File: config.mk
export PLATFORM = sky130hd
export DESIGN_NAME = ansi_escape_console_parser
export DESIGN_NICKNAME = d
export VERILOG_FILES = /design/src/hw/rtl/aecp_pkg.sv /design/src/hw/rtl/aecp_ram.sv /design/src/hw/rtl/aecp_ctrl.sv /design/src/hw/rtl/aecp_dp.sv /design/src/hw/rtl/ansi_escape_console_parser.sv
export SDC_FILE = /design/constraint.sdc
export NUM_CORES = 1
export LEC_CHECK = 0
export ABC_AREA = 1
export BUFFER_PORTS_ARGS = -buffer_cell sky130_fd_sc_hd__buf_2
export CAP_MARGIN = 20
export CORE_ASPECT_RATIO = 1.1
export CORE_MARGIN = 1.5
export CORE_UTILIZATION = 55
export CTS_CLUSTER_DIAMETER = 50
export CTS_CLUSTER_SIZE = 8
export DETAILED_ROUTE_END_ITERATION = 6
export GPL_TIMING_DRIVEN = 0
export PLACE_DENSITY = 0.76
export SETUP_SLACK_MARGIN = 0.3
export SYNTH_ARGS = -nofsm -noshare
export SYNTH_HDL_FRONTEND = slang
export SYNTH_SLANG_ARGS = --single-unit
File: constraint.sdc
create_clock -name clk_i -period 3.36 [get_ports clk_i]
set_input_delay 0.168 -clock clk_i [delete_from_list [all_inputs] [get_ports clk_i]]
set_output_delay 0.168 -clock clk_i [all_outputs]
set_load 0.1 [all_outputs]
File: src/hw/rtl/aecp_pkg.sv
// Shared types, character codes and colour palette for the console escape parser.
package aecp_pkg;

  // Default sizes handed to the top level
  localparam int MaxParamsDef = 16;
  localparam int CursorMaxDef = 255;

  // Colours
  localparam logic [23:0] ColorWhite = 24'hFFFFFF;
  localparam logic [23:0] ColorBlack = 24'h000000;

  // C0 control codes
  localparam logic [7:0] ChBs  = 8'h08;
  localparam logic [7:0] ChHt  = 8'h09;
  localparam logic [7:0] ChLf  = 8'h0A;
  localparam logic [7:0] ChVt  = 8'h0B;
  localparam logic [7:0] ChFf  = 8'h0C;
  localparam logic [7:0] ChCr  = 8'h0D;
  localparam logic [7:0] ChCan = 8'h18;
  localparam logic [7:0] ChSub = 8'h1A;
  localparam logic [7:0] ChEsc = 8'h1B;
  localparam logic [7:0] ChDel = 8'h7F;

  // Printable codes the parser looks at
  localparam logic [7:0] ChLbr   = 8'h5B;  // '['
  localparam logic [7:0] ChComma = 8'h2C;  // ','
  localparam logic [7:0] ChSemi  = 8'h3B;  // ';'
  localparam logic [7:0] ChSgr   = 8'h6D;  // 'm'

  // Controller to datapath commands
  typedef struct packed {
    logic take;   // input transaction accepted this cycle
    logic walk;   // apply one stored parameter read from the RAM
    logic last;   // apply the current parameter and load the result
  } cmd_t;

  // Datapath to controller status
  typedef struct packed {
    logic sgr;        // byte on the input ends an SGR sequence
    logic multi;      // stored parameters precede the current one
    logic walk_done;  // the RAM entry being applied is the last stored one
  } sts_t;

  typedef struct packed {
    logic [23:0] fg;
    logic [23:0] bg;
  } colors_t;

  // 16-colour palette, dark half then bright half
  function automatic logic [23:0] palette(input logic [3:0] idx);
    logic [23:0] rgb;
    case (idx)
      4'd0:    rgb = 24'h000000;
      4'd1:    rgb = 24'hD00000;
      4'd2:    rgb = 24'h00D000;
      4'd3:    rgb = 24'hD0D000;
      4'd4:    rgb = 24'h0050D0;
      4'd5:    rgb = 24'hD000D0;
      4'd6:    rgb = 24'h00D0D0;
      4'd7:    rgb = 24'hD0D0D0;
      4'd8:    rgb = 24'h808080;
      4'd9:    rgb = 24'hFF0000;
      4'd10:   rgb = 24'h00FF00;
      4'd11:   rgb = 24'hFFFF00;
      4'd12:   rgb = 24'h0050FF;
      4'd13:   rgb = 24'hFF00FF;
      4'd14:   rgb = 24'h00FFFF;
      default: rgb = 24'hFFFFFF;
    endcase
    return rgb;
  endfunction

  // One SGR code applied to the current colours; zero also stands for empty
  function automatic colors_t sgr_apply(input colors_t cur, input logic [15:0] v);
    colors_t     res;
    logic [15:0] off;
    res = cur;
    off = 16'd0;
    if (v == 16'd0) begin
      res.fg = ColorWhite;
      res.bg = ColorBlack;
    end else if (v >= 16'd30 && v <= 16'd37) begin
      off    = v - 16'd30;
      res.fg = palette({1'b0, off[2:0]});
    end else if (v == 16'd39) begin
      res.fg = ColorWhite;
    end else if (v >= 16'd40 && v <= 16'd47) begin
      off    = v - 16'd40;
      res.bg = palette({1'b0, off[2:0]});
    end else if (v == 16'd49) begin
      res.bg = ColorBlack;
    end else if (v >= 16'd90 && v <= 16'd97) begin
      off    = v - 16'd90;
      res.fg = palette({1'b1, off[2:0]});
    end else if (v >= 16'd100 && v <= 16'd107) begin
      off    = v - 16'd100;
      res.bg = palette({1'b1, off[2:0]});
    end
    return res;
  endfunction

endpackage

File: src/hw/rtl/aecp_ram.sv
// Generic single-write, single-read RAM with registered read data.
module aecp_ram #(
  parameter int Width = 16,
  parameter int Depth = 16
) (
  input  logic                     clk_i,
  input  logic                     we_i,
  input  logic [$clog2(Depth)-1:0] waddr_i,
  input  logic [Width-1:0]         wdata_i,
  input  logic [$clog2(Depth)-1:0] raddr_i,
  output logic [Width-1:0]         rdata_o
);

  logic [Width-1:0] mem_q [Depth];
  logic [Width-1:0] rdata_q;

  // Write port
  always_ff @(posedge clk_i) begin
    if (we_i) begin
      mem_q[waddr_i] <= wdata_i;
    end
  end

  // Registered read port
  always_ff @(posedge clk_i) begin
    rdata_q <= mem_q[raddr_i];
  end

  assign rdata_o = rdata_q;

endmodule

File: src/hw/rtl/aecp_ctrl.sv
// Controller: handshakes, SGR parameter walk sequencing and output valid.
module aecp_ctrl (
  input  logic           clk_i,
  input  logic           rst_ni,
  input  logic           in_valid_i,
  output logic           in_stall_o,
  output logic           out_valid_o,
  input  logic           out_stall_i,
  input  aecp_pkg::sts_t sts_i,
  output aecp_pkg::cmd_t cmd_o
);
  import aecp_pkg::*;

  localparam logic [1:0] StIdle = 2'd0;
  localparam logic [1:0] StWalk = 2'd1;
  localparam logic [1:0] StLast = 2'd2;

  logic [1:0] fsm_q, fsm_d;
  logic       out_valid_q, out_valid_d;
  logic       take;

  // Input stalls while a walk runs or the result register cannot drain
  assign in_stall_o = (fsm_q != StIdle) || (out_valid_q && out_stall_i);
  assign take       = in_valid_i && !in_stall_o;

  always_comb begin
    fsm_d       = fsm_q;
    out_valid_d = out_valid_q && out_stall_i;
    cmd_o       = '0;
    unique case (fsm_q)
      StIdle: begin
        cmd_o.take = take;
        if (take) begin
          if (sts_i.sgr) begin
            fsm_d = sts_i.multi ? StWalk : StLast;
          end else begin
            out_valid_d = 1'b1;
          end
        end
      end
      StWalk: begin
        cmd_o.walk = 1'b1;
        if (sts_i.walk_done) begin
          fsm_d = StLast;
        end
      end
      StLast: begin
        cmd_o.last  = 1'b1;
        out_valid_d = 1'b1;
        fsm_d       = StIdle;
      end
      default: begin
        fsm_d = StIdle;
      end
    endcase
  end

  always_ff @(posedge clk_i or negedge rst_ni) begin
    if (!rst_ni) begin
      fsm_q       <= StIdle;
      out_valid_q <= 1'b0;
    end else begin
      fsm_q       <= fsm_d;
      out_valid_q <= out_valid_d;
    end
  end

  assign out_valid_o = out_valid_q;

  // No input transaction is taken while a walk is running
  a_walk_stalls: assert property (@(posedge clk_i) disable iff (!rst_ni)
    fsm_q != StIdle |-> in_stall_o)
    else $error("input accepted during SGR walk");

  // Result register is empty for the whole walk
  a_walk_out_empty: assert property (@(posedge clk_i) disable iff (!rst_ni)
    fsm_q != StIdle |-> !out_valid_q)
    else $error("result pending during SGR walk");

  // Finishing a walk always presents a result
  a_last_presents: assert property (@(posedge clk_i) disable iff (!rst_ni)
    fsm_q == StLast |=> out_valid_q && fsm_q == StIdle)
    else $error("SGR walk ended without a result");

endmodule

File: src/hw/rtl/aecp_dp.sv
// Datapath: parser state, parameter store, cursor, colours and result payload.
module aecp_dp #(
  parameter int MAX_PARAMS = aecp_pkg::MaxParamsDef,
  parameter int CURSOR_MAX = aecp_pkg::CursorMaxDef
) (
  input  logic           clk_i,
  input  logic           rst_ni,
  input  logic [7:0]     byte_i,
  input  aecp_pkg::cmd_t cmd_i,
  output aecp_pkg::sts_t sts_o,
  output logic           draw_o,
  output logic [7:0]     glyph_o,
  output logic [7:0]     draw_col_o,
  output logic [7:0]     draw_row_o,
  output logic [23:0]    fg_rgb_o,
  output logic [23:0]    bg_rgb_o,
  output logic [7:0]     cursor_col_o,
  output logic [7:0]     cursor_row_o
);
  import aecp_pkg::*;

  localparam int IW   = $clog2(MAX_PARAMS);
  localparam int CLOG = $clog2(CURSOR_MAX + 1);
  localparam int CW   = (CLOG > 8) ? CLOG : 8;

  localparam logic [IW-1:0] IdxLast = IW'(MAX_PARAMS - 1);
  localparam logic [CW:0]   CurMax  = (CW + 1)'(CURSOR_MAX);

  // Parser state codes
  localparam logic [2:0] PsGround = 3'd0;
  localparam logic [2:0] PsEscape = 3'd1;
  localparam logic [2:0] PsEntry  = 3'd2;
  localparam logic [2:0] PsParam  = 3'd3;
  localparam logic [2:0] PsIgnore = 3'd4;

  logic [2:0]    ps_q, ps_d;
  logic [IW-1:0] idx_q, idx_d;
  logic [IW-1:0] cnt_q, cnt_d;
  logic [15:0]   cur_q, cur_d;
  logic [CW-1:0] col_q, col_d, row_q, row_d;
  logic [23:0]   fg_q, fg_d, bg_q, bg_d;
  logic          draw_q, draw_d;
  logic [7:0]    glyph_q, glyph_d, dcol_q, dcol_d, drow_q, drow_d;

  logic          is_ctl, is_digit, is_semi, is_comma, is_priv, is_final;
  logic          param_act;
  logic [19:0]   acc;
  logic [15:0]   cur_dig;
  logic [CW:0]   col_inc, row_inc, col_tab;
  logic [CW-1:0] col_sat, row_sat, tab_sat;
  logic          ram_we;
  logic [IW-1:0] ram_raddr;
  logic [15:0]   ram_rdata;
  logic [15:0]   sgr_val;
  colors_t       sgr_res;

  // Stored parameters; a zero value also stands for an empty one
  aecp_ram #(
    .Width(16),
    .Depth(MAX_PARAMS)
  ) u_param_ram (
    .clk_i  (clk_i),
    .we_i   (ram_we),
    .waddr_i(idx_q),
    .wdata_i(cur_q),
    .raddr_i(ram_raddr),
    .rdata_o(ram_rdata)
  );

  assign ram_raddr = cmd_i.walk ? cnt_q : '0;

  // Byte classes
  assign is_ctl   = (byte_i < 8'h20) || (byte_i == ChDel);
  assign is_digit = (byte_i >= 8'h30) && (byte_i <= 8'h39);
  assign is_semi  = (byte_i == ChSemi);
  assign is_comma = (byte_i == ChComma);
  assign is_priv  = (byte_i >= 8'h3C) && (byte_i <= 8'h3F);
  assign is_final = (byte_i >= 8'h40) && (byte_i <= 8'h7E);

  // Status towards the controller
  assign sts_o.sgr       = !is_ctl && (byte_i == ChSgr) &&
                           ((ps_q == PsEntry) || (ps_q == PsParam));
  assign sts_o.multi     = (idx_q != '0);
  assign sts_o.walk_done = (cnt_q == idx_q);

  // Decimal accumulate, saturating at 16 bits
  assign acc     = ({4'd0, cur_q} << 3) + ({4'd0, cur_q} << 1) + {16'd0, byte_i[3:0]};
  assign cur_dig = (acc > 20'h0FFFF) ? 16'hFFFF : acc[15:0];

  // Saturating cursor moves
  assign col_inc = {1'b0, col_q} + (CW + 1)'(1);
  assign row_inc = {1'b0, row_q} + (CW + 1)'(1);
  assign col_tab = {1'b0, col_q[CW-1:3], 3'b000} + (CW + 1)'(8);
  assign col_sat = (col_inc > CurMax) ? CurMax[CW-1:0] : col_inc[CW-1:0];
  assign row_sat = (row_inc > CurMax) ? CurMax[CW-1:0] : row_inc[CW-1:0];
  assign tab_sat = (col_tab > CurMax) ? CurMax[CW-1:0] : col_tab[CW-1:0];

  // SGR unit, fed from the RAM during the walk and from the current value last
  assign sgr_val = cmd_i.last ? cur_q : ram_rdata;
  assign sgr_res = sgr_apply('{fg: fg_q, bg: bg_q}, sgr_val);

  // Next-state logic
  always_comb begin
    ps_d      = ps_q;
    idx_d     = idx_q;
    cnt_d     = cnt_q;
    cur_d     = cur_q;
    col_d     = col_q;
    row_d     = row_q;
    fg_d      = fg_q;
    bg_d      = bg_q;
    draw_d    = draw_q;
    glyph_d   = glyph_q;
    dcol_d    = dcol_q;
    drow_d    = drow_q;
    ram_we    = 1'b0;
    param_act = 1'b0;

    if (cmd_i.walk || cmd_i.last) begin
      fg_d = sgr_res.fg;
      bg_d = sgr_res.bg;
    end
    if (cmd_i.walk) begin
      cnt_d = cnt_q + IW'(1);
    end
    if (cmd_i.last) begin
      draw_d  = 1'b0;
      glyph_d = 8'd0;
      dcol_d  = 8'd0;
      drow_d  = 8'd0;
    end

    if (cmd_i.take) begin
      cnt_d   = IW'(1);
      draw_d  = 1'b0;
      glyph_d = 8'd0;
      dcol_d  = 8'd0;
      drow_d  = 8'd0;
      if (is_ctl) begin
        unique case (byte_i) inside
          ChBs: begin
            if (col_q != '0) begin
              col_d = col_q - CW'(1);
            end
          end
          ChCr: col_d = '0;
          ChLf, ChVt, ChFf: begin
            row_d = row_sat;
            col_d = '0;
          end
          ChHt:         col_d = tab_sat;
          ChCan, ChSub: ps_d = PsGround;
          ChEsc:        ps_d = PsEscape;
          default: ;
        endcase
      end else begin
        unique case (ps_q)
          PsEscape: begin
            if (byte_i == ChLbr) begin
              ps_d  = PsEntry;
              idx_d = '0;
              cur_d = 16'd0;
            end else begin
              ps_d = PsGround;
            end
          end
          PsEntry: begin
            if (is_comma) begin
              ps_d = PsIgnore;
            end else if (is_priv) begin
              ps_d = PsParam;
            end else if (is_digit || is_semi) begin
              ps_d      = PsParam;
              param_act = 1'b1;
            end else if (is_final) begin
              ps_d = PsGround;
            end
          end
          PsParam: begin
            if (is_priv || is_comma) begin
              ps_d = PsIgnore;
            end else if (is_digit || is_semi) begin
              param_act = 1'b1;
            end else if (is_final) begin
              ps_d = PsGround;
            end
          end
          PsIgnore: begin
            if (is_final) begin
              ps_d = PsGround;
            end
          end
          default: begin
            // ground: printable byte draws at the cursor
            draw_d  = 1'b1;
            glyph_d = byte_i;
            dcol_d  = col_q[7:0];
            drow_d  = row_q[7:0];
            col_d   = col_sat;
          end
        endcase
      end

      // Parameter collection; on overflow the last slot is reused
      if (param_act) begin
        if (is_digit) begin
          cur_d = cur_dig;
        end else begin
          cur_d = 16'd0;
          if (idx_q != IdxLast) begin
            ram_we = 1'b1;
            idx_d  = idx_q + IW'(1);
          end
        end
      end
    end
  end

  // Control state
  always_ff @(posedge clk_i or negedge rst_ni) begin
    if (!rst_ni) begin
      ps_q  <= PsGround;
      idx_q <= '0;
      cnt_q <= '0;
      cur_q <= 16'd0;
      col_q <= '0;
      row_q <= '0;
      fg_q  <= ColorWhite;
      bg_q  <= ColorBlack;
    end else begin
      ps_q  <= ps_d;
      idx_q <= idx_d;
      cnt_q <= cnt_d;
      cur_q <= cur_d;
      col_q <= col_d;
      row_q <= row_d;
      fg_q  <= fg_d;
      bg_q  <= bg_d;
    end
  end

  // Result payload
  always_ff @(posedge clk_i) begin
    draw_q  <= draw_d;
    glyph_q <= glyph_d;
    dcol_q  <= dcol_d;
    drow_q  <= drow_d;
  end

  assign draw_o       = draw_q;
  assign glyph_o      = glyph_q;
  assign draw_col_o   = dcol_q;
  assign draw_row_o   = drow_q;
  assign fg_rgb_o     = fg_q;
  assign bg_rgb_o     = bg_q;
  assign cursor_col_o = col_q[7:0];
  assign cursor_row_o = row_q[7:0];

  // The walk read address stays between 1 and the current parameter index
  a_walk_range: assert property (@(posedge clk_i) disable iff (!rst_ni)
    cmd_i.walk |-> (cnt_q != '0) && (cnt_q <= idx_q))
    else $error("SGR walk outside stored parameters");

endmodule

File: src/hw/rtl/ansi_escape_console_parser.sv
// Latency: one result per byte, registered; ordinary bytes give it the cycle after acceptance.
// Throughput: one byte per cycle unless the output stalls; an SGR final byte ('m') holds
// the input while the parameters stored before the last one are applied, then the last one,
// as the single RAM read port delivers one stored parameter per cycle to the SGR unit.
// Reset (asynchronous, active low): parser in ground, cursor at 0,0, white on black,
// parameter index 0; the parameter RAM is not cleared.
module ansi_escape_console_parser #(
  parameter int MAX_PARAMS = aecp_pkg::MaxParamsDef,
  parameter int CURSOR_MAX = aecp_pkg::CursorMaxDef
) (
  input  logic        clk_i,
  input  logic        rst_ni,
  input  logic        in_valid_i,
  output logic        in_stall_o,
  input  logic [7:0]  byte_in_i,
  output logic        out_valid_o,
  input  logic        out_stall_i,
  output logic        draw_o,
  output logic [7:0]  glyph_o,
  output logic [7:0]  draw_col_o,
  output logic [7:0]  draw_row_o,
  output logic [23:0] fg_rgb_o,
  output logic [23:0] bg_rgb_o,
  output logic [7:0]  cursor_col_out_o,
  output logic [7:0]  cursor_row_out_o
);
  import aecp_pkg::*;

  cmd_t cmd;
  sts_t sts;

  // Sequencing and handshakes
  aecp_ctrl u_ctrl (
    .clk_i      (clk_i),
    .rst_ni     (rst_ni),
    .in_valid_i (in_valid_i),
    .in_stall_o (in_stall_o),
    .out_valid_o(out_valid_o),
    .out_stall_i(out_stall_i),
    .sts_i      (sts),
    .cmd_o      (cmd)
  );

  // Parser, parameter store and display state
  aecp_dp #(
    .MAX_PARAMS(MAX_PARAMS),
    .CURSOR_MAX(CURSOR_MAX)
  ) u_dp (
    .clk_i       (clk_i),
    .rst_ni      (rst_ni),
    .byte_i      (byte_in_i),
    .cmd_i       (cmd),
    .sts_o       (sts),
    .draw_o      (draw_o),
    .glyph_o     (glyph_o),
    .draw_col_o  (draw_col_o),
    .draw_row_o  (draw_row_o),
    .fg_rgb_o    (fg_rgb_o),
    .bg_rgb_o    (bg_rgb_o),
    .cursor_col_o(cursor_col_out_o),
    .cursor_row_o(cursor_row_out_o)
  );

endmodule

Word level (Yosys, flattened, before mapping)
Memories as Yosys holds them, arrays and structs flattened. A register that Yosys moved wholly into a read port is not among the register bits.
Index checks and enable logic that the tools add are counted.
{"block": "word_totals", "wordCells": 227, "input_bits": 12, "output_inout_bits": 91, "memories": 3, "mem_bits_rw": 256, "romBits": 144, "reg_bits": 119}
{"name": "u_dp.u_param_ram.mem_q", "depth": 16, "word_bits": 16, "rd": 1, "rd_clocked_by_memory_dff": 1, "write_ports": 1, "line": "aecp_ram.sv:14", "rtl": "logic [Width-1:0] mem_q [Depth];"}
{"name": "(name not given)", "depth": 8, "word_bits": 9, "rd": 1, "rd_clocked_by_memory_dff": 0, "write_ports": 0, "line": "aecp_pkg.sv:52", "rtl": "case (idx)"}
{"name": "(name not given)", "depth": 8, "word_bits": 9, "rd": 1, "rd_clocked_by_memory_dff": 0, "write_ports": 0, "line": "aecp_pkg.sv:52"}
{"block": "classes", "mux": 85, "n_reduce_logical": 44, "n_eq_ne": 50, "add_sub_neg": 12, "order_cmp": 19}
{"operator": "24-bit one-hot mux with 7 select lines", "n": 2}
{"operator": "24-bit 2-to-1 mux", "n": 11}
{"operator": "8-bit 2-to-1 mux", "n": 16}
{"operator": "16-bit 2-to-1 mux", "n": 7}
{"operator": "8-bit by 4-bit == test with 1-bit output (second input constant)", "n": 6}
{"operator": "48-bit 2-to-1 mux", "n": 1}
{"operator": "4-bit 2-to-1 mux", "n": 9}
{"operator": "16-bit by 6-bit == test with 1-bit output (second input constant)", "n": 2}
{"operator": "16-bit by 7-bit >= comparator with 1-bit output (second input constant)", "n": 2}
{"operator": "16-bit by 6-bit <= comparator with 1-bit output (second input constant)", "n": 2}
{"operator": "16-bit by 7-bit <= comparator with 1-bit output (second input constant)", "n": 2}
{"operator": "9-bit by 8-bit > comparator with 1-bit output (second input constant)", "n": 3}
{"operator": "8-bit by 5-bit == test with 1-bit output (second input constant)", "n": 3}
{"operator": "8-bit by 7-bit == test with 1-bit output (second input constant)", "n": 3}
{"operator": "8-bit one-hot mux with 3 select lines", "n": 1}
{"operator": "3-bit == test (second input constant)", "n": 7}
{"operator": "1-bit 2-to-1 mux", "n": 21}
{"operator": "3-bit 2-to-1 mux", "n": 7}
{"operator": "19-bit by 17-bit adder with 20-bit output", "n": 1}
{"operator": "20-bit by 4-bit adder with 20-bit output", "n": 1}
{"operator": "20-bit by 16-bit > comparator with 1-bit output (second input constant)", "n": 1}
{"operator": "8-bit by 1-bit adder with 9-bit output (second input constant)", "n": 2}
{"operator": "3-bit by 2-bit == test with 1-bit output (second input constant)", "n": 6}
{"operator": "8-bit by 6-bit == test with 1-bit output (second input constant)", "n": 2}
{"operator": "other kinds (44)", "n": 92}

Logic depth before layout (Yosys ltp)
Gate-level depths: netlist (run 1).
{"block": "logic_depth", "depth_word": 13, "ltp_mapped": 18, "depth_no_buf": 16}

Hierarchy
A second synthesis (run 1) with hierarchy kept.
{"block": "hier_totals", "hier_cells": 2143, "area_unflattened_um2": 18761.7}
{"module": "aecp_ram", "cells_per_inst": 1074, "seq_area_each_um2": 8007.7, "area_per_inst_um2": 11388.4, "instances": 1}
{"module": "aecp_dp", "cells_per_inst": 1045, "seq_area_each_um2": 2288.4, "area_per_inst_um2": 7196.9, "instances": 1}
{"module": "aecp_ctrl", "cells_per_inst": 24, "seq_area_each_um2": 75.1, "area_per_inst_um2": 176.4, "instances": 1}

Least setup slack after synthesis (run 1)
No wires, ideal clock.
{"block": "synth_timing", "kind": "flip-flop to flip-flop", "from": "register u_dp.cur_q[0]", "to": "register u_dp.cur_q[12]", "setup_ps": 117, "synth_period_minus_slack_ps": 2893, "path_buffers": 1, "t_required_ps": 3243, "path_stages_with_launch": 16, "t_arrival_ps": 2776, "path_slack_ps": 467, "path_cell_list": "dfrtp_1 fa_1 fa_1 nand3_1 nand2_1 nand3_1 nand2_1 nand2_1 nand2_1 nand2_1 nand2_1 nor2_1 buf_2 nand3_1 nand2_1 nand2_1"}
{"block": "synth_between", "elab_chain_cells": 6}
{"item": "from (decl)", "line": "aecp_dp.sv:39", "rtl": "logic [15:0] cur_q, cur_d;"}
{"item": "from (signal assigned)", "line": "aecp_dp.sv:234", "rtl": "cur_q <= cur_d;"}
{"item": "19-bit by 17-bit adder with 20-bit output (*)", "line": "aecp_dp.sv:87", "rtl": "assign acc = ({4'd0, cur_q} << 3) + ({4'd0, cur_q} << 1) + {16'd0, byte_i[3:0]};"}
{"item": "20-bit by 4-bit adder with 20-bit output (*)", "line": "aecp_dp.sv:87"}
{"item": "20-bit by 16-bit > comparator with 1-bit output", "line": "aecp_dp.sv:88", "rtl": "assign cur_dig = (acc > 20'h0FFFF) ? 16'hFFFF : acc[15:0];"}
{"item": "16-bit 2-to-1 mux (*)", "line": "aecp_dp.sv:88"}
{"item": "16-bit 2-to-1 mux (*)", "line": "aecp_dp.sv:206", "rtl": "if (is_digit) begin"}
{"item": "16-bit 2-to-1 mux (*)", "line": "aecp_dp.sv:205", "rtl": "if (param_act) begin"}
Mark *: on every way between the ends. The rest lies on a longest branch, timed or not.
A chain may end at the register's enable or synchronous reset.

Final worst setup path (run 1)
{"block": "layout_timing", "from": "register u_ctrl.fsm_q[1]", "to": "register u_dp.u_param_ram.rdata_q[0], in the netlist u_dp.u_param_ram.rdata_o[0] (read register of u_dp.u_param_ram.mem_q)"}
{"block": "layout_between", "elab_chain_cells": 3}
{"item": "from (decl)", "line": "aecp_ctrl.sv:18", "rtl": "logic [1:0] fsm_q, fsm_d;"}
{"item": "from (signal assigned)", "line": "aecp_ctrl.sv:60", "rtl": "fsm_q <= StIdle;"}
{"item": "from (signal assigned)", "line": "aecp_ctrl.sv:63", "rtl": "fsm_q <= fsm_d;"}
{"item": "2-bit by 1-bit == test with 1-bit output", "line": "aecp_ctrl.sv:30", "rtl": "unique case (fsm_q)"}
{"item": "1-bit 2-to-1 mux", "line": "aecp_ctrl.sv:30"}
{"item": "4-bit 2-to-1 mux", "line": "aecp_dp.sv:70", "rtl": "assign ram_raddr = cmd_i.walk ? cnt_q : '0;"}
{"item": "to (decl)", "line": "aecp_ram.sv:15", "rtl": "logic [Width-1:0] rdata_q;"}
No other way between the ends.

==> results.yml, run 1 <==
run_status:
  run_status: "finished clean"
yosys:
  synth_top_cell_by_area: "edfxtp_1"
  yosysWarnings: 0
  yosys_most_used_dff: "edfxtp_1"
  ys_seq_elements: 361
  synth_edf_count: 281
  synth-async-reset-ratio: 0.177
  synth.distinct_cells: 57
  yosys-top-cells-area: "edfxtp_1 (47%), dfrtp_1 (7.7%), nor2_1 (7.7%)"
  syn_area_um2: 17800
  synth_top_area_frac: 0.473
  yosysSeqAreaShare: 0.582
  syn_inst: 1827
  syn_avg_cell_area_um2: 9.76
clocking:
  worstSkewPairLatency_ns: 0.57
  clockBufferDepth: 3
  numCtsBuffers: 52
  cts_tree: "done"
  cts_max_level: 2
  clk_pin_slew_ns: 0.05
  root_buffer: "clkbuf_16"
  clock_sinks: 361
worst_setup_path:
  rr_worst_depth: 9
  crit_chain: "inv_1 -> ha_1 -> buf_2 -> nand2_1 -> inv_1 -> clkbuf_1 -> o311ai_0 -> nand3_1 -> nand2_1"
  start_kind: "register"
  setup.worst_path.end_class: "register"
  worstPathArrival_ns: 3.56
  crit_fanout: 10
  max_stage_delay_ns: 0.85
  path_class: "register to register"
  required_ns: 3.84
  slowest_stage: "o311ai_0"
timing:
  fin_ws_ns: 0.285
  rsz0062_at_grt: "yes"
  finalCritPeriodShare: 0.915
  fin_hold_ws_ns: 0.0229
  setup_viol: 0
  max_freq_ghz: 0.325
  tightest_slew_ns: 1.05
  tns_ns: 0
  drv_slew: 0
  finalHoldViolCount: 0
  period_needed_ns: 3.08
  clock_skew_ns: 0.0180
  maxSlewHeadroom: 0.294
routing:
  drt_iter0_markers: 1651
  ant_nets: 0
  met1_length_mm: 18.5
  finalWirelength_mm: 47.6
  wl_per_cell_um: 19.2
  via_per_inst: 5.72
  dr.pass1.iters: 6
  dr_total_vias: 14200
  dr_wl_met2_mm: 22.5
  wl_met3_mm: 4.30
  top_layer: "met4"
  drc: 0
layout:
  areaGrowthSynthToFinish_pct: 17.2
  antenna_cells: 0
  layout.nets: 2094
  drive_gt1_frac: 0.170
power_and_ir_drop:
  vdd_drop_max_v: 0.000900
  p_int_w: 0.00973
  power_frac_seq: 0.318
  p_leak_nw: 9.29
  pwr-share-clk: 0.289
  switching_share: 0.426
  p_comb_frac: 0.393
  p_sw_w: 0.00721
  power_density_nw_per_um2: 811
global_routing:
  antenna_found_initial: 0
  overflow: 0
  grt.total_usage: 0.284
  grt_pass1_vias: 13600
  grt_max_degree: 65
  grt_pass1_wl_mm: 72.9
hold_path:
  whs_path_depth: 3
  holdCritPathClass: "input pin to register"
placed_design:
  numPortBuffers: 102
  globalplace.congestion: 0.932
  place_ws_ns: -0.428
  dp_hpwl_mm: 31.3
die:
  fp.coreArea_um2: 31700
  start_util: 0.563
  die_y_um: 192
  row_count: 68
  ios: 103
  fp.dieArea_um2: 33500
  dieWidth_um: 175
run:
  maxCapViolations: 0
==> kinds of logic (layout without fill, tap and decap cells) <==
logic type               Yosys count  after routing  share of synthesized area
adder cells (fa/ha/maj)           50             50                     0.0359
flip-flops                       361            361                      0.582
buffers and inverters            224            445                     0.0583
other                              1             16                   0.000210
AND/OR/NAND/NOR                  931            931                      0.225
AO/OA/AOI/OAI                    231            231                     0.0843
XOR/XNOR                          29             29                     0.0142
==> power by group through the flow <==
stage	Clock [W]	Combinational (W)	Sequential, W
global placement	0	0.00644	0.00546
CTS	0.00493	0.00658	0.00539
global route	0.00514	0.00712	0.00542
finish	0.00489	0.00666	0.00538
detailed placement	0	0.00653	0.00547
floorplan	0	0.00358	0.00714
==> through the flow <==
step	utilization	power, W	area (um2)	instances
after global routing	0.660	0.0177	20900	2483
after global placement	0.598	0.0119	18900	2364
after detailed placement	0.603	0.0120	19100	2378
after CTS	0.657	0.0169	20800	2476
after floorplan	-	0.0107	17900	1842
final	0.660	0.0169	20900	2483
==> layer usage <==
| metal | vias up | GRT usage |
|---|---|---|
| li1 | 6611 | - |
| met1 | 6741 | 0.370 |
| met2 | 712 | 0.458 |
| met3 | 139 | 0.0459 |
| met4 | 0 | 0.154 |
| met5 | - | 0 |
==> area by class of cell <==
type / instances / area (um2)
sequential: 361 / 10400
buffer: 98 / 563
multi-input combinational: 1257 / 6520
timing repair buffer: 136 / 852
clock buffer: 81 / 1460
clock inverter: 4 / 75.1
tap: 420 / 526
inverter: 126 / 483
fill: 2408 / 10800
==> worst max-delay path, delay by kind of cell (launching register included) <==
| kind | cells | cell delay, ns |
|---|---|---|
| AO/OA/AOI/OAI | 1 | 0.85 |
| adder cells (fa/ha/maj) | 1 | 0.18 |
| buffers and inverters | 4 | 0.78 |
| flip-flops | 1 | 0.36 |
| AND/OR/NAND/NOR | 3 | 0.81 |
==> registers in the layout (all words and copies together), names as in the netlist, 3 cells and up <==
register                  flops
u_dp.u_param_ram.mem_q      256
u_dp.u_param_ram.rdata_o     16
u_dp.bg_rgb_o                 9
u_dp.cnt_q                    4
u_dp.cursor_row_o             8
u_dp.ps_q                     3
u_dp.cur_q                   16
u_dp.draw_col_o               8
u_dp.idx_q                    4
u_dp.cursor_col_o             8
u_dp.draw_row_o               8
u_dp.glyph_o                  8
u_dp.fg_rgb_o                 9
==> timing repair <==
| action | 4_1_cts | 5_1_grt |
|---|---|---|
| hold buffers | 7 | 0 |
| buffers inserted | 6 | 5 |
| setup endpoints to repair | 16 | 76 |
| resized for setup | 22 | 24 |
| pin swaps | 0 | 2 |
| hold endpoints to repair | 60 | 0 |
==> final timing paths <==
kind / start / endpoint / slack [ns]
min in group asynchronous: rst_ni / u_dp.bg_rgb_o[15] / 0.25
worst max register to register: u_ctrl.fsm_q[1] / u_dp.u_param_ram.rdata_o[0] / 0.28
worst max-delay path: u_ctrl.fsm_q[1] / u_dp.u_param_ram.rdata_o[0] / 0.28
worst min register to register: u_dp.fg_rgb_o[7] / u_dp.fg_rgb_o[7] / 0.46
max in group asynchronous: rst_ni / u_dp.cur_q[4] / 2.43
worst min-delay path: byte_in_i[2] / u_dp.glyph_o[2] / 0.02
==> synthesized netlist by cell type (all sizes together), types with 2 or more instances <==
cell	instances
a22oi	3
buf	54
fa	2
a31oi	4
nand3b	7
nor4	2
ha	48
inv	125
nand4	13
o311ai	60
o211ai	9
dfstp	9
o21ai	118
and3	2
nand2	389
o32ai	4
o22ai	3
a21oi	25
xor2	16
edfxtp	281
xnor2	13
dfxtp	16
clkbuf	44
nor2	383
nor3	15
dfrtp	55
nand3	118
==> cells in the final DEF (no fill, tap or decap), types with 17 or more instances in the layout <==
cell and n:
a21oi_1 23, buf_2 105, buf_4 53, clkbuf_1 70, clkbuf_16 54, dfrtp_1 39, edfxtp_1 281, ha_1 48
inv_1 118, nand2_1 355, nand2_2 27, nand3_1 113, nor2_1 355, nor2_2 17, o21ai_0 106, o311ai_0 54
No activity file was read; power rests on OpenSTA's default activity.
==> inputs of run 2 (changes only) <==
--- a/config.mk
+++ b/config.mk
@@ -9,7 +9,7 @@
 export BUFFER_PORTS_ARGS = -buffer_cell sky130_fd_sc_hd__buf_2
 export CAP_MARGIN = 20
 export CORE_ASPECT_RATIO = 1.1
-export CORE_MARGIN = 1.5
+export CORE_MARGIN = 2
 export CORE_UTILIZATION = 55
 export CTS_CLUSTER_DIAMETER = 50
 export CTS_CLUSTER_SIZE = 8
==> results.yml, run 2 (synthesis results as in run 1) <==
layout:
  top_register: "u_dp.u_param_ram.mem_q"
  drive_gt1_frac: 0.167
  register_area_um2: 10400
  areaGrowthSynthToFinish_pct: 17.0
  nFillCells: 2464
  antenna_cells: 0
  layout.nets: 2089
  largest_reg_flops: 256
  multi_input_area_um2: 6540
  layout_common_cells: "nand2_1 (355), nor2_1 (353), edfxtp_1 (281)"
  final_common_cell: "nand2_1"
run:
  maxCapViolations: 0
timing:
  fin_ws_ns: 0.372
  tns_ns: 0
  setup_viol: 0
  tightest_slew_ns: 1.05
  max_freq_ghz: 0.335
  rsz0062_at_grt: "yes"
  period_needed_ns: 2.99
  drv_slew: 0
  fin_hold_ws_ns: 0.0486
  maxSlewHeadroom: 0.299
  finalHoldViolCount: 0
  finalCritPeriodShare: 0.889
  clock_skew_ns: 0.0326
placed_design:
  dp_hpwl_mm: 31.0
  place_ws_ns: -0.415
  numPortBuffers: 102
  globalplace.congestion: 0.983
power_and_ir_drop:
  power_density_nw_per_um2: 809
  p_leak_nw: 9.24
  vdd_drop_max_v: 0.000775
routing:
  ant_nets: 0
  via_per_inst: 5.68
  finalWirelength_mm: 46.7
  dr_total_vias: 14100
  drc: 0
  drt_iter0_markers: 1716
  dr.pass1.iters: 6
  wl_per_cell_um: 18.8
worst_setup_path:
  start_kind: "register"
  path_class: "register to register"
  crit_fanout: 10
  setup.worst_path.end_class: "register"
  required_ns: 3.85
  worstPathArrival_ns: 3.48
clocking:
  cts_tree: "done"
  cts_max_level: 2
  worstSkewPairLatency_ns: 0.58
  clockBufferDepth: 3
  root_buffer: "clkbuf_16"
  numCtsBuffers: 52
  clock_sinks: 361
  clk_pin_slew_ns: 0.05
global_routing:
  grt_pass1_wl_mm: 71.7
  grt_pass1_vias: 13500
  overflow: 0
  grt.total_usage: 0.274
  grt_max_degree: 65
  antenna_found_initial: 1
die:
  ios: 103
  fp.dieArea_um2: 33900
  row_count: 69
  start_util: 0.555
  die_y_um: 193
  dieWidth_um: 176
  fp.coreArea_um2: 32100
hold_path:
  holdCritPathClass: "input pin to register"
run_status:
  run_status: "finished clean"
-- run 2: area by class of cell --
type,count,share of cell area
sequential,361,0.499
multi-input combinational,1257,0.313
clock buffer,80,0.0689
timing repair buffer,131,0.0376
buffer,98,0.0269
tap,426,0.0256
inverter,126,0.0232
clock inverter,5,0.00492
-- run 2: path summary, 6_finish.rpt --
check	startpoint	endpoint	slack, ns	depth (start not counted)
max in group asynchronous	rst_ni	u_dp.cur_q[1]	2.45	2
min in group asynchronous	rst_ni	u_dp.bg_rgb_o[23]	0.25	2
worst min register to register	u_dp.fg_rgb_o[23]	u_dp.fg_rgb_o[23]	0.47	2
worst max-delay path	u_ctrl.fsm_q[1]	u_dp.u_param_ram.rdata_o[3]	0.37	9
worst max register to register	u_ctrl.fsm_q[1]	u_dp.u_param_ram.rdata_o[3]	0.37	9
worst min-delay path	byte_in_i[3]	u_dp.glyph_o[3]	0.05	3
-- run 2: power breakdown --
group | leakage (nW) | switching [W] | internal (W) | total [W]
logic | 4.59 | 0.00514 | 0.00146 | 0.00660
registers | 3.91 | 0.000202 | 0.00519 | 0.00540
clock network | 0.732 | 0.00189 | 0.00299 | 0.00488
total | 9.24 | 0.00723 | 0.00965 | 0.0169
-- run 2: metrics by stage --
stage,util,area (um2),instances,power [W]
2_1_floorplan,-,17900,1842,0.0107
3_3_place_gp,0.589,18900,2370,0.0119
3_5_place_dp,0.593,19100,2381,0.0120
4_1_cts,0.646,20700,2476,0.0169
5_1_grt,0.649,20900,2484,0.0176
6_report,0.649,20900,2484,0.0169
-- run 2: worst max-delay path, cell delays in order, from the launching register on --
cell and delay [ns]:
dfrtp_1 0.35, inv_1 0.08, ha_1 0.18, buf_2 0.17
nand2_1 0.37, inv_1 0.26, clkbuf_1 0.32, o311ai_0 0.88
nand3_1 0.17, nand2_1 0.14
-- run 2: repair_timing --
action                     in CTS  in global routing
hold buffers                    8                  0
gates cloned                    0                  0
setup endpoints to repair      19                120
resized for setup              22                 31
pin swaps                       0                  2
setup buffers                   2                  8
hold endpoints to repair       61                  0
-- run 2: layer usage --
| metal | share of wire | routed length (um) | global-route usage |
|---|---|---|---|
| met1 | 0.38 | 18000 | 0.347 |
| met2 | 0.48 | 22300 | 0.461 |
| met3 | 0.084 | 3950 | 0.0439 |
| met4 | 0.053 | 2470 | 0.136 |
| met5 | 0.00026 | 12 | 0 |
